==> config.mk <==
export PLATFORM = sky130hd
export DESIGN_NAME = utf8_sanitizer_escape
export DESIGN_NICKNAME = d
export VERILOG_FILES = /design/src/rtl/u8esc_pkg.sv /design/src/rtl/u8esc_front.sv /design/src/rtl/u8esc_fifo.sv /design/src/rtl/u8esc_back.sv /design/src/rtl/utf8_sanitizer_escape.sv
export SDC_FILE = /design/constraint.sdc
export NUM_CORES = 1
export LEC_CHECK = 0
export BUFFER_PORTS_ARGS = -buffer_cell sky130_fd_sc_hd__buf_4
export CAP_MARGIN = 0
export CORE_MARGIN = 1
export CORE_UTILIZATION = 49
export DETAILED_ROUTE_END_ITERATION = 10
export PLACE_DENSITY_LB_ADDON = 0.15
export RECOVER_POWER = 25
export REMOVE_ABC_BUFFERS = 1
export SLEW_MARGIN = 40
export SYNTH_ARGS = -nofsm -noshare
export SYNTH_HDL_FRONTEND = slang
export SYNTH_SLANG_ARGS = --single-unit
==> constraint.sdc <==
create_clock -name clk -period 8.4 [get_ports clk]
set_input_delay 0.42 -clock clk [delete_from_list [all_inputs] [get_ports clk]]
set_output_delay 0.42 -clock clk [all_outputs]
set_load 0.005 [all_outputs]
==> src/rtl/u8esc_pkg.sv <==
// Shared types, constants and helper functions for the UTF-8 sanitizer.
`default_nettype none

package u8esc_pkg;

  // Input transaction: one raw byte of the string
  typedef struct packed {
    logic [7:0] in_byte;
    logic       string_end;
  } in_t;

  // Output transaction: one byte of sanitized text
  typedef struct packed {
    logic [7:0] out_byte;
    logic       run_last;
    logic       text_last;
  } out_t;

  // Work passed from the classifier to the expander: up to four source bytes,
  // each sent raw or as a hex escape, in slot order
  typedef struct packed {
    logic [3:0][7:0] src;
    logic [3:0]      esc;
    logic [2:0]      num;
    logic            last;
  } cmd_t;

  // Command queue geometry
  localparam int QueueDepth = 4;
  localparam int QueuePtrW  = $clog2(QueueDepth);
  localparam int QueueCntW  = $clog2(QueueDepth + 1);

  // Byte values used by the classifier
  localparam logic [7:0] ContMask   = 8'hC0;
  localparam logic [7:0] ContTag    = 8'h80;
  localparam logic [7:0] Lead2Lo    = 8'hC2;
  localparam logic [7:0] Lead2Hi    = 8'hDF;
  localparam logic [7:0] Lead3Lo    = 8'hE0;
  localparam logic [7:0] Lead3Hi    = 8'hEF;
  localparam logic [7:0] Lead4Lo    = 8'hF0;
  localparam logic [7:0] Lead4Hi    = 8'hF4;
  localparam logic [7:0] LeadE0     = 8'hE0;
  localparam logic [7:0] LeadED     = 8'hED;
  localparam logic [7:0] LeadF0     = 8'hF0;
  localparam logic [7:0] LeadF4     = 8'hF4;
  localparam logic [7:0] SecondA0   = 8'hA0;
  localparam logic [7:0] Second90   = 8'h90;

  // Escape characters
  localparam logic [7:0] ChBackslash = 8'h5C;
  localparam logic [7:0] ChLowerX    = 8'h78;
  localparam logic [7:0] ChDigit0    = 8'h30;
  localparam logic [7:0] ChLetterOff = 8'h37;

  // Character positions within one escape
  localparam logic [1:0] ChrSlash = 2'd0;
  localparam logic [1:0] ChrX     = 2'd1;
  localparam logic [1:0] ChrHi    = 2'd2;
  localparam logic [1:0] ChrLo    = 2'd3;

  // Sequence length for a lead byte, zero when it cannot lead
  function automatic logic [2:0] seq_len(input logic [7:0] lead);
    logic [2:0] len;
    begin
      len = 3'd0;
      if (lead < ContTag) len = 3'd1;
      else if (lead >= Lead2Lo && lead <= Lead2Hi) len = 3'd2;
      else if (lead >= Lead3Lo && lead <= Lead3Hi) len = 3'd3;
      else if (lead >= Lead4Lo && lead <= Lead4Hi) len = 3'd4;
      return len;
    end
  endfunction

  function automatic logic is_cont(input logic [7:0] b);
    return (b & ContMask) == ContTag;
  endfunction

  // Range check on the second byte of a sequence
  function automatic logic second_ok(input logic [7:0] lead, input logic [7:0] b);
    logic ok;
    begin
      ok = 1'b1;
      if (lead == LeadE0 && b < SecondA0) ok = 1'b0;
      if (lead == LeadED && b >= SecondA0) ok = 1'b0;
      if (lead == LeadF0 && b < Second90) ok = 1'b0;
      if (lead == LeadF4 && b >= Second90) ok = 1'b0;
      return ok;
    end
  endfunction

  // Upper-case hex character for one nibble
  function automatic logic [7:0] hex_char(input logic [3:0] nib);
    logic [7:0] c;
    begin
      if (nib < 4'd10) c = ChDigit0 + {4'h0, nib};
      else c = ChLetterOff + {4'h0, nib};
      return c;
    end
  endfunction

endpackage

`default_nettype wire

==> src/rtl/u8esc_front.sv <==
// Classifier: holds partial sequences and turns each byte into expander work.
`default_nettype none

module u8esc_front (
  input  wire logic           clk,
  input  wire logic           rst,
  input  wire logic           byte_valid,
  output logic                byte_stall,
  input  wire u8esc_pkg::in_t byte_data,
  input  wire logic           queue_full,
  output logic                push,
  output u8esc_pkg::cmd_t     push_data
);

  logic [7:0] pending_lead;
  logic [7:0] pending_cont [2];
  logic [1:0] pending_count;
  logic       pending_valid;

  logic [7:0] pending_lead_next;
  logic [7:0] cont0_next;
  logic [7:0] cont1_next;
  logic [1:0] pending_count_next;
  logic       pending_valid_next;
  logic       cont_we;
  logic       accept;

  // Stall only on a full queue
  assign byte_stall = queue_full;
  assign accept     = byte_valid && !byte_stall;

  // Classify the byte against the held sequence
  always_comb begin
    logic [7:0] b;
    logic [2:0] n;
    logic [2:0] need;
    logic       ok;
    logic       scan;
    logic [2:0] blen;
    b    = byte_data.in_byte;
    n    = 3'd0;
    scan = 1'b0;
    need = u8esc_pkg::seq_len(pending_lead);
    ok   = u8esc_pkg::is_cont(b) &&
           (pending_count != 2'd0 || u8esc_pkg::second_ok(pending_lead, b));
    blen = u8esc_pkg::seq_len(b);
    push_data          = '0;
    pending_lead_next  = pending_lead;
    cont0_next         = pending_cont[0];
    cont1_next         = pending_cont[1];
    pending_count_next = pending_count;
    pending_valid_next = pending_valid;
    cont_we            = 1'b0;

    if (pending_valid) begin
      if (ok && need >= 3'd2) begin
        if ({1'b0, pending_count} + 3'd2 >= need) begin
          // Complete: pass the whole sequence through
          push_data.src[n[1:0]] = pending_lead;
          push_data.esc[n[1:0]] = 1'b0;
          n = n + 3'd1;
          for (int i = 0; i < 2; i++) begin
            if (i < int'(pending_count)) begin
              push_data.src[n[1:0]] = pending_cont[i];
              push_data.esc[n[1:0]] = 1'b0;
              n = n + 3'd1;
            end
          end
          push_data.src[n[1:0]] = b;
          push_data.esc[n[1:0]] = 1'b0;
          n = n + 3'd1;
          pending_valid_next = 1'b0;
          pending_count_next = 2'd0;
          pending_lead_next  = 8'h00;
        end else begin
          // Hold the continuation byte
          cont_we = 1'b1;
          if (pending_count[0]) cont1_next = b;
          else cont0_next = b;
          pending_count_next = pending_count + 2'd1;
        end
      end else begin
        // Fail: escape the held bytes, then rescan this one
        push_data.src[n[1:0]] = pending_lead;
        push_data.esc[n[1:0]] = 1'b1;
        n = n + 3'd1;
        for (int i = 0; i < 2; i++) begin
          if (i < int'(pending_count)) begin
            push_data.src[n[1:0]] = pending_cont[i];
            push_data.esc[n[1:0]] = 1'b1;
            n = n + 3'd1;
          end
        end
        pending_valid_next = 1'b0;
        pending_count_next = 2'd0;
        pending_lead_next  = 8'h00;
        scan = 1'b1;
      end
    end else begin
      scan = 1'b1;
    end

    // Scan the byte as a fresh start
    if (scan) begin
      if (blen == 3'd1) begin
        push_data.src[n[1:0]] = b;
        push_data.esc[n[1:0]] = 1'b0;
        n = n + 3'd1;
      end else if (blen == 3'd0) begin
        push_data.src[n[1:0]] = b;
        push_data.esc[n[1:0]] = 1'b1;
        n = n + 3'd1;
      end else begin
        pending_lead_next  = b;
        pending_count_next = 2'd0;
        pending_valid_next = 1'b1;
      end
    end

    // Flush whatever is still held at the end of the string
    if (byte_data.string_end && pending_valid_next) begin
      push_data.src[n[1:0]] = pending_lead_next;
      push_data.esc[n[1:0]] = 1'b1;
      n = n + 3'd1;
      if (pending_count_next != 2'd0) begin
        push_data.src[n[1:0]] = cont0_next;
        push_data.esc[n[1:0]] = 1'b1;
        n = n + 3'd1;
      end
      if (pending_count_next == 2'd2) begin
        push_data.src[n[1:0]] = cont1_next;
        push_data.esc[n[1:0]] = 1'b1;
        n = n + 3'd1;
      end
      pending_valid_next = 1'b0;
      pending_count_next = 2'd0;
      pending_lead_next  = 8'h00;
    end

    push_data.num  = n;
    push_data.last = byte_data.string_end;
    push           = accept && (n != 3'd0);
  end

  // Advance the held-sequence control state
  always_ff @(posedge clk) begin
    if (rst) begin
      pending_lead  <= 8'h00;
      pending_count <= 2'd0;
      pending_valid <= 1'b0;
    end else if (accept) begin
      pending_lead  <= pending_lead_next;
      pending_count <= pending_count_next;
      pending_valid <= pending_valid_next;
    end
  end

  // Hold continuation bytes
  always_ff @(posedge clk) begin
    if (accept && cont_we) begin
      pending_cont[0] <= cont0_next;
      pending_cont[1] <= cont1_next;
    end
  end

endmodule

`default_nettype wire

==> src/rtl/u8esc_fifo.sv <==
// Short command queue between the classifier and the expander.
`default_nettype none

module u8esc_fifo (
  input  wire logic            clk,
  input  wire logic            rst,
  input  wire logic            push,
  input  wire u8esc_pkg::cmd_t push_data,
  output logic                 full,
  input  wire logic            pop,
  output logic                 empty,
  output u8esc_pkg::cmd_t      head
);

  u8esc_pkg::cmd_t entries [u8esc_pkg::QueueDepth];

  logic [u8esc_pkg::QueuePtrW-1:0] wr_ptr;
  logic [u8esc_pkg::QueuePtrW-1:0] rd_ptr;
  logic [u8esc_pkg::QueueCntW-1:0] count;

  assign full  = (count == u8esc_pkg::QueueCntW'(u8esc_pkg::QueueDepth));
  assign empty = (count == '0);
  assign head  = entries[rd_ptr];

  // Advance pointers and occupancy
  always_ff @(posedge clk) begin
    if (rst) begin
      wr_ptr <= '0;
      rd_ptr <= '0;
      count  <= '0;
    end else begin
      if (push) wr_ptr <= wr_ptr + 1'b1;
      if (pop) rd_ptr <= rd_ptr + 1'b1;
      if (push && !pop) count <= count + 1'b1;
      else if (pop && !push) count <= count - 1'b1;
    end
  end

  // Store the pushed command
  always_ff @(posedge clk) begin
    if (push) entries[wr_ptr] <= push_data;
  end

endmodule

`default_nettype wire

==> src/rtl/u8esc_back.sv <==
// Expander: walks each command and emits raw bytes or hex escapes.
`default_nettype none

module u8esc_back (
  input  wire logic            clk,
  input  wire logic            rst,
  input  wire logic            empty,
  input  wire u8esc_pkg::cmd_t head,
  output logic                 pop,
  output logic                 text_valid,
  input  wire logic            text_stall,
  output u8esc_pkg::out_t      text_data
);

  logic [1:0] src_idx;
  logic [1:0] chr;

  logic [7:0]      cur;
  logic            cur_esc;
  logic            char_done;
  logic            last_src;
  logic            advance;
  logic [7:0]      ch;

  // Select the next character from the head command
  always_comb begin
    cur       = head.src[src_idx];
    cur_esc   = head.esc[src_idx];
    char_done = !cur_esc || (chr == u8esc_pkg::ChrLo);
    last_src  = ({1'b0, src_idx} + 3'd1) == head.num;
    advance   = !empty && (!text_valid || !text_stall);
    pop       = advance && char_done && last_src;
    if (!cur_esc) begin
      ch = cur;
    end else begin
      case (chr)
        u8esc_pkg::ChrSlash: ch = u8esc_pkg::ChBackslash;
        u8esc_pkg::ChrX:     ch = u8esc_pkg::ChLowerX;
        u8esc_pkg::ChrHi:    ch = u8esc_pkg::hex_char(cur[7:4]);
        default:             ch = u8esc_pkg::hex_char(cur[3:0]);
      endcase
    end
  end

  // Step through characters and source bytes
  always_ff @(posedge clk) begin
    if (rst) begin
      src_idx    <= 2'd0;
      chr        <= u8esc_pkg::ChrSlash;
      text_valid <= 1'b0;
    end else begin
      if (advance) begin
        text_valid <= 1'b1;
        if (char_done) begin
          chr     <= u8esc_pkg::ChrSlash;
          src_idx <= last_src ? 2'd0 : src_idx + 2'd1;
        end else begin
          chr <= chr + 2'd1;
        end
      end else if (!text_stall) begin
        text_valid <= 1'b0;
      end
    end
  end

  // Load the output register
  always_ff @(posedge clk) begin
    if (advance) begin
      text_data.out_byte  <= ch;
      text_data.run_last  <= char_done && last_src;
      text_data.text_last <= char_done && last_src && head.last;
    end
  end

endmodule

`default_nettype wire

==> src/rtl/utf8_sanitizer_escape.sv <==
// Top level of the strict UTF-8 sanitizer with hex escapes.
//
//   channel | direction | handshake                 | payload
//   byte    | in        | byte_valid / byte_stall   | in_byte, string_end
//   text    | out       | text_valid / text_stall   | out_byte, run_last, text_last
//
// Valid text flows at one byte per cycle while text_stall is low; each escaped byte
// leaves the expander as four characters, so throughput is set by the expander's
// output port. The classifier keeps taking bytes until the four-entry command
// queue fills. Work for an accepted byte passes through the command queue, then the
// expander's output register. Reset is synchronous and clears held-sequence state,
// the queue pointers and the output valid flag; no clearing pass is needed.
`default_nettype none

module utf8_sanitizer_escape (
  input  wire logic           clk,
  input  wire logic           rst,
  input  wire logic           byte_valid,
  output logic                byte_stall,
  input  wire u8esc_pkg::in_t byte_data,
  output logic                text_valid,
  input  wire logic           text_stall,
  output u8esc_pkg::out_t     text_data
);

  logic            push;
  u8esc_pkg::cmd_t push_data;
  logic            queue_full;
  logic            pop;
  logic            queue_empty;
  u8esc_pkg::cmd_t head;

  u8esc_front u_front (
    .clk        (clk),
    .rst        (rst),
    .byte_valid (byte_valid),
    .byte_stall (byte_stall),
    .byte_data  (byte_data),
    .queue_full (queue_full),
    .push       (push),
    .push_data  (push_data)
  );

  u8esc_fifo u_fifo (
    .clk       (clk),
    .rst       (rst),
    .push      (push),
    .push_data (push_data),
    .full      (queue_full),
    .pop       (pop),
    .empty     (queue_empty),
    .head      (head)
  );

  u8esc_back u_back (
    .clk        (clk),
    .rst        (rst),
    .empty      (queue_empty),
    .head       (head),
    .pop        (pop),
    .text_valid (text_valid),
    .text_stall (text_stall),
    .text_data  (text_data)
  );

endmodule

`default_nettype wire

# Word-level counts from Yosys, hierarchy flattened
# Memory sizes are Yosys's and may differ from the RTL's. A register that Yosys moved wholly into a read port is not among the register bits.
# Cells that the tools add are included.
# Widths: inputs -> output; s select.
dict set report classes {
  mul 0
  n_shift 0
  bitwise_logic 11
  order_cmp 39
  n_eq_ne 13
  n_mux 146
  div 0
  addsub 20
  reduce_logical 48
}
# op count
set op_table {}
lappend op_table {{$mux 36} 15}
lappend op_table {{$mux 8} 32}
lappend op_table {{$bwmux 32} 7}
lappend op_table {{$demux 8 s2} 7}
lappend op_table {{$mux 3} 30}
lappend op_table {{$ge 8x8->1 const B} 8}
lappend op_table {{$le 8x8->1 const B} 6}
lappend op_table {{$mux 1} 33}
lappend op_table {{$eq 8x8->1 const B} 4}
lappend op_table {{$lt 8x8->1 const B} 4}
lappend op_table {{$logic_and 1x1->1} 30}
lappend op_table {{$add 6x4->7 const A} 4}
lappend op_table {{$add 3x1->3 const B} 8}
lappend op_table {{$lt 2x3->1 const B} 8}
lappend op_table {{$mux 2} 12}
lappend op_table {{$pmux 8 s3} 1}
lappend op_table {{$bmux 8 s2} 1}
lappend op_table {{$or 4x4->4} 4}
lappend op_table {{$demux 1 s2} 7}
lappend op_table {{$ge 2x1->1 const B} 7}
lappend op_table {{$not 4->4} 3}
lappend op_table {{$add 2x1->2 const B} 5}
lappend op_table {{$and 4x4->4} 2}
lappend op_table {{$eq 2x2->1 const B} 4}
lappend op_table {{22 further kinds} 35}
dict set report word_totals {
  latchBits 0
  inputBits 13
  out_inout_bits 12
  ramBits 176
  reg_bits 33
  mem_count 2
  wordCells 291
  rom_bits 0
}
# memory words width read_ports rd_ports_with_merged_regs wr line
set memory_table {}
lappend memory_table {u_fifo.entries 4 40 1 1 1 u8esc_fifo.sv:15} ;# u8esc_pkg::cmd_t entries [u8esc_pkg::QueueDepth];
lappend memory_table {u_front.pending_cont 2 8 2 0 2 u8esc_front.sv:16} ;# logic [7:0] pending_cont [2];

# Depth between registers and ports, before layout
# Gate-level depths: netlist of run 1.
dict set report depth {
  word_depth 37
  depth_mapped 29
  ltp_nobuf 27
}

# Modules after synthesis
# A second synthesis of run 1 with hierarchy kept.
dict set report hier_totals {
  hier_cells 912
  hier_area_um2 11454.7
}
# mod area_per_inst_um2 n_inst seq_area_each_um2 cells_per_inst
set modules_own_cells {}
lappend modules_own_cells {u8esc_fifo 6246.0 1 4984.8 253}
lappend modules_own_cells {u8esc_front 4008.8 1 700.7 545}
lappend modules_own_cells {u8esc_back 1199.9 1 400.4 114}

# Worst setup path after synthesis of run 1
# Ideal clock, no wire load.
dict set report synth_timing {
  path_kind {reg2reg}
  startpoint {register u_front.pending_lead[5]}
  endpoint {memory u_fifo.entries[0][0] (netlist name) (enable)}
  required_time_ns 7.999
  slack_ns 2.154
  setup_ns 0.401
  stages_incl_launch_ff 24
  n_path_buf 2
  t_arrival_ns 5.845
  synth_period_minus_slack_ns 6.246
  path_cell_list {dfxtp_1 -> buf_4 -> nand3_1 -> or3_4 -> ha_1 -> a21oi_1 -> o21a_1 -> nor4_1 -> a211oi_1 -> ha_1 -> nor2b_1 -> a21oi_1 -> inv_1 -> ha_1 -> clkbuf_1 -> nor2_1 -> mux2_2 -> inv_1 -> ha_1 -> a21bo_2 -> xnor3_1 -> o211ai_2 -> o31a_4 -> and2_1}
}
# element line
set synth_rtl {}
lappend synth_rtl {{start: declaration} u8esc_front.sv:15} ;# logic [7:0] pending_lead;
lappend synth_rtl {{start signal: assignment} u8esc_front.sv:152} ;# pending_lead <= pending_lead_next;
lappend synth_rtl {{end: declaration} u8esc_fifo.sv:15}

==> results.yml, run 1 <==
status:
  outcome: "complete, but fails checks"
  violations: "DRC, capacitance limit, slew limit"
power:
  vdd_drop_max_mv: 0.134
  p_leak_nw: 4.02
  power_density_mw_per_mm2: 244
  power.total_w: 0.00295
worst_setup_path:
  cp_num_buf_inv: 3
  crit_path_end_kind: "flip-flop"
  max_stage_delay_ns: 1.09
  path_max_fanout: 9
  startpoint_type: "flip-flop"
  critPathArrivalTime_ns: 7.83
  cp_slowest_cell: "a2111oi_0"
  cp.required_ns: 8.83
  worst_path_most_repeated_cell: "ha_1"
  crit_family: "compound AO/OA/AOI/OAI gates"
  path_class: "flip-flop to flip-flop"
timing:
  setup_violations: 0
  fin_crit_ns: 7.40
  worstMarginPinSlew_ns: 3.33
  period_share_pct: 88.1
  setup_ws_ns: 0.999
  fin_skew_ns: 0.0134
  rsz0062_at_grt: "false"
  hold_viol: 0
  max_slew_margin_pct: -122
  finalSetupTns_ns: 0
  fmax_mhz: 135
  slew_viol_final: 67
yosys:
  ys_warn_count: 0
  synthTopCellsByArea: "edfxtp_1 (51%), mux4_2 (9.8%), dfxtp_1 (4.5%)"
  avgSynthCellArea_um2: 12.7
  synthFlopType: "edfxtp_1"
  netlist.area_leader.share_pct: 50.7
  ys_types: 76
  synth_compound_area_share_pct: 15.5
  synthCells: 867
  ys_async_sr_fraction_pct: 0
  syn-cell-area_mm2: 0.0110
  yosysTopAreaCell: "edfxtp_1"
  synth.ff_latch_count: 211
  synthSimpleGateAreaFrac_pct: 9.87
  synth_edf_count: 186
  synth_xor_area_share_pct: 0.920
  ys_seq_area_share_pct: 55.2
  synthAdderAreaFrac_pct: 3.59
  synth_mux_area_share_pct: 11.9
  synth_top_family_by_area: "compound AO/OA/AOI/OAI gates"
clocking:
  cts_sinks: 211
  clkTransAtPathRegs_ns: 0.06
  cts_buffers: 23
  cts_setup_buffers: 0
  htree_levels: 1
  cts_hold_buf: 0
  cts_tree: "done"
  cts_resized: 0
  clock_latency_ns: 0.50
  cts_buffer_depth: 3
  clockRootBuffer: "clkbuf_16"
floorplan:
  dieArea_mm2: 0.0231
  start_util_pct: 50.2
  fp.dieH_um: 152
  core_mm2: 0.0220
  rows: 54
  ios: 25
  die_w_um: 152
layout:
  final_cell_mix: "edfxtp_1 (186), nor2_1 (73), nand2_1 (63), a21oi_1 (48), mux4_2 (48)"
  drive_gt1_share_pct: 14.0
  fin_util_pct: 55.0
  area_growth_pct: 9.59
  nets: 921
  antenna_cells: 0
  mostFrequentLayoutCell: "edfxtp_1"
detailed_routing:
  vias: 7801
  drtPass1Iterations: 11
  drt-wirelength-per-cell_um: 25.7
  drt_iter0_drc: 765
  antenna_left: 0
  vias_per_cell: 6.64
  remaining_drc_errors: 8
  routed_wl_um: 30100
placement:
  gp_congestion: 1.00
  place_hpwl_um: 21500
  dpl_worst_slack_ns: 1.49
  portBuffers: 24
grt:
  first_global_vias: 7551
  grt_use_total_pct: 26.2
  grt_pass1_wl_um: 45800
  grt_antenna_before_repair: 0
  grt_max_degree: 41
  grt_overflow: 0
hold_path:
  hold_class: "input port to flip-flop"
job:
  drv_cap: 3
[cells by family after synthesis]
logic type / after synthesis
and+or+nand+nor: 227
AOI/OAI and AO/OA: 237
adders and majority gates: 31
muxes: 70
xor gates and xnor gates: 10
buffers and inverters: 81
DFF: 211
[metrics by stage]
stage / std cells / hold slack, ns / area [um^2]
finish: 1174 / 0.187 / 12100
global route: 1174 / 0.195 / 12100
CTS: 1174 / 0.173 / 12100
detailed placement: 1132 / 0.467 / 11400
global placement: 1132 / 0.453 / 11400
floorplan: 820 / 0.455 / 10800
[state kept, by name, summed over array words and instances (netlist names), 3 cells and up, named ones only]
name	cells
u_fifo.entries	160
u_front.pending_cont	16
u_back.text_data	10
u_front.pending_lead	8
u_fifo.count	3
[final cells by class]
type / instances / area (um^2)
tap: 280 / 350
clock buffer: 34 / 627
sequential: 211 / 6090
fill: 1770 / 9890
clock inverter: 8 / 53.8
timing repair buffer: 32 / 225
inverter: 34 / 128
multi-input combinational: 575 / 4600
[worst paths after layout]
path                           startpoint           endpoint  slack, ns  cells after the start
hold / removal                 text_stall  u_back.text_valid       0.19                      3
setup / recovery  u_front.pending_lead[5]    u_fifo.count[2]        1.0                     26
setup reg to reg  u_front.pending_lead[5]    u_fifo.count[2]        1.0                     26
hold reg to reg         u_back.text_valid  u_back.text_valid       0.47                      2
[cells in the mapped netlist (4+ instances only)]
cell,n
a211oi_1,11
a21o_1,4
a21oi_1,48
a222oi_1,18
a22o_1,8
a22oi_1,25
a2bb2oi_1,6
a311oi_1,7
a31oi_1,5
and2_1,13
and3_1,5
buf_1,4
buf_2,7
clkbuf_1,33
dfxtp_1,25
edfxtp_1,186
ha_1,30
inv_1,34
mux2_2,8
mux2i_1,13
mux4_2,48
nand2_1,62
nand2b_1,10
nand3_1,17
nand4_1,9
nor2_1,73
nor2b_1,5
nor3_1,12
o21a_1,5
o21ai_0,37
o21ai_1,5
o221ai_1,10
o22ai_1,10
o32ai_1,4
or3_1,5
xnor2_1,6
[layer usage]
layer	global-route usage, %	wire [um]
met1	35.3	12600
met2	43.4	14300
met3	3.02	1910
met4	11.0	1330
met5	0	0
[worst min-delay path, stage by stage]
cell	delay [ns]
buf_4	0.11
nand2_1	0.05
a21oi_1	0.05
[where the power goes]
part	leakage [nW]	internal (W)	switching, W
sequential	1.94	0.00129	0.0000582
combinational	1.76	0.000302	0.000387
clock	0.323	0.000520	0.000394
Power figures use the tool's default switching activity.
==> inputs of run 2 (changes only) <==
PLACE_DENSITY = 0.69   (was default)
PLACE_DENSITY_LB_ADDON = default   (was 0.15)
SLEW_MARGIN = 20   (was 40)
==> run 2 against run 1 <==
Effect of this change:
- worst hold slack worse by 0.029 ns
- final cell count hardly changed
- worst setup slack better by 0.041 ns
- critical endpoint unchanged
- first-iteration DRC count is 42% higher
- utilization is 0.41 points higher
- the flow still finishes with violations (DRC, capacitance limit, slew limit)
- count of clock-buffer cells in the layout is 5 lower
- largest cell class unchanged
==> results.yml, run 2 (same netlist as run 1, synthesis figures left out) <==
status:
  outcome: "complete, but fails checks"
  violations: "DRC, capacitance limit, slew limit"
layout:
  drive_gt1_share_pct: 14.2
  mostFrequentLayoutCell: "edfxtp_1"
  largest_register_ffs: 160
  largestRegisters: "u_fifo.entries x160, u_front.pending_cont x16, u_back.text_data x10"
  nets: 920
  fin_util_pct: 55.4
  antenna_cells: 0
  final_cell_mix: "edfxtp_1 (186), nor2_1 (73), nand2_1 (63), a21oi_1 (48), mux4_2 (48)"
  regMostFlops: "u_fifo.entries"
  area_growth_pct: 10.4
clocking:
  clkTransAtPathRegs_ns: 0.06
  cts_setup_buffers: 0
  cts_buffer_depth: 3
  clockRootBuffer: "clkbuf_16"
  clock_latency_ns: 0.53
  cts_resized: 0
  htree_levels: 1
  cts_hold_buf: 0
  cts_buffers: 23
  cts_tree: "done"
  cts_sinks: 211
worst_setup_path:
  path_max_fanout: 9
  r2r_slack_ns: 1.04
  path_class: "flip-flop to flip-flop"
  cp.required_ns: 8.85
  cp_slowest_cell: "a2111oi_0"
  crit_path_end_kind: "flip-flop"
  worst_path_most_repeated_cell: "ha_1"
  critPathArrivalTime_ns: 7.81
  max_stage_delay_ns: 1.06
  startpoint_type: "flip-flop"
timing:
  finalSetupTns_ns: 0
  rsz0062_at_grt: "false"
  slew_viol_final: 50
  fin_crit_ns: 7.36
  hold_viol: 0
  hold_slack_ns: 0.158
  fin_skew_ns: 0.00937
  period_share_pct: 87.6
  setup_violations: 0
  max_slew_margin_pct: -126
  fmax_mhz: 136
  worstMarginPinSlew_ns: 3.39
grt:
  first_global_vias: 7317
  grt_use_total_pct: 24.2
  grt_antenna_before_repair: 1
  grt_pass1_wl_um: 42900
  grt_overflow: 0
  grt_max_degree: 41
floorplan:
  core_mm2: 0.0220
  fp.dieH_um: 152
  die_w_um: 152
  rows: 54
  ios: 25
  dieArea_mm2: 0.0231
  start_util_pct: 50.2
power:
  sw_frac_of_total_pct: 27.7
  switchingPower_w: 0.000856
  pwr-share-seq_pct: 43.2
  clkPwrFrac_pct: 34.8
  combPwrFrac_pct: 22.0
  p_leak_nw: 4.08
  p_int_w: 0.00224
  vdd_drop_max_mv: 0.142
  power_density_mw_per_mm2: 254
  power.total_w: 0.00309
detailed_routing:
  met1_length_um: 11500
  antenna_left: 0
  drt_iter0_drc: 1088
  routed_wl_um: 28000
  remaining_drc_errors: 4
  top_layer: "met4"
  met2_wirelength_um: 12800
  drt-wirelength-per-cell_um: 23.9
  drtPass1Iterations: 11
  vias: 7756
  vias_per_cell: 6.61
  met3_length_um: 2540
placement:
  place_hpwl_um: 19200
  gp_congestion: 0.976
  portBuffers: 24
hold_path:
  hold_class: "input port to flip-flop"
job:
  drv_cap: 2
==> run 2: cell count changes in the layout (fill, tap and decap cells not counted), sizes merged <==
| cell | change |
|---|---|
| bufinv | +4 |
| clkbuf | -4 |
| buf | -2 |
| clkinv | +2 |
| clkinvlp | -2 |
| inv | +1 |
==> run 2: area by class of cell <==
| type | instances | area [um^2] |
|---|---|---|
| fill | 1825 | 9800 |
| sequential | 211 | 6090 |
| multi-input combinational | 575 | 4570 |
| clock buffer | 29 | 618 |
| tap | 280 | 350 |
| timing repair buffer | 31 | 214 |
| clock inverter | 13 | 191 |
| inverter | 34 | 128 |
==> run 2: through the flow <==
stage / cells / instance area [um^2] / setup slack [ns]
2_1_floorplan: 820 / 10800 / 2.20
3_3_place_gp: 1131 / 11400 / 1.80
3_5_place_dp: 1131 / 11400 / 1.52
4_1_cts: 1173 / 12200 / 1.48
5_1_grt: 1173 / 12200 / 0.525
6_report: 1173 / 12200 / 1.04
==> run 2: worst paths after layout <==
path,startpoint,endpoint,depth (start not counted)
setup / recovery,u_front.pending_lead[5],u_fifo.count[2],26
hold / removal,text_stall,u_back.text_valid,3
setup reg to reg,u_front.pending_lead[5],u_fifo.count[2],26
hold reg to reg,u_back.text_valid,u_back.text_valid,2
==> run 2: worst max-delay path, delay by kind of cell (launching register included) <==
kind / cells / cell delay (ns)
simple gates: 7 / 1.59
mux: 1 / 0.32
fa+ha+maj: 5 / 1.39
compound gates: 8 / 2.65
buf+inv: 3 / 0.29
flops: 1 / 0.48
xor+xnor: 2 / 0.53
==> run 2: layer usage <==
layer,global-route usage [%],up-vias
li1,-,3474
met1,33.2,3742
met2,38.5,453
met5,0,-
met4,10.1,0
met3,3.76,87
==> run 2: power by group through the flow <==
stage / Sequential [W] / Combinational [W] / Clock [W]
floorplan: 0.00137 / 0.000448 / 0
finish: 0.00134 / 0.000680 / 0.00108
detailed placement: 0.00136 / 0.000677 / 0
CTS: 0.00134 / 0.000680 / 0.00109
global placement: 0.00136 / 0.000665 / 0
global route: 0.00135 / 0.000747 / 0.00113
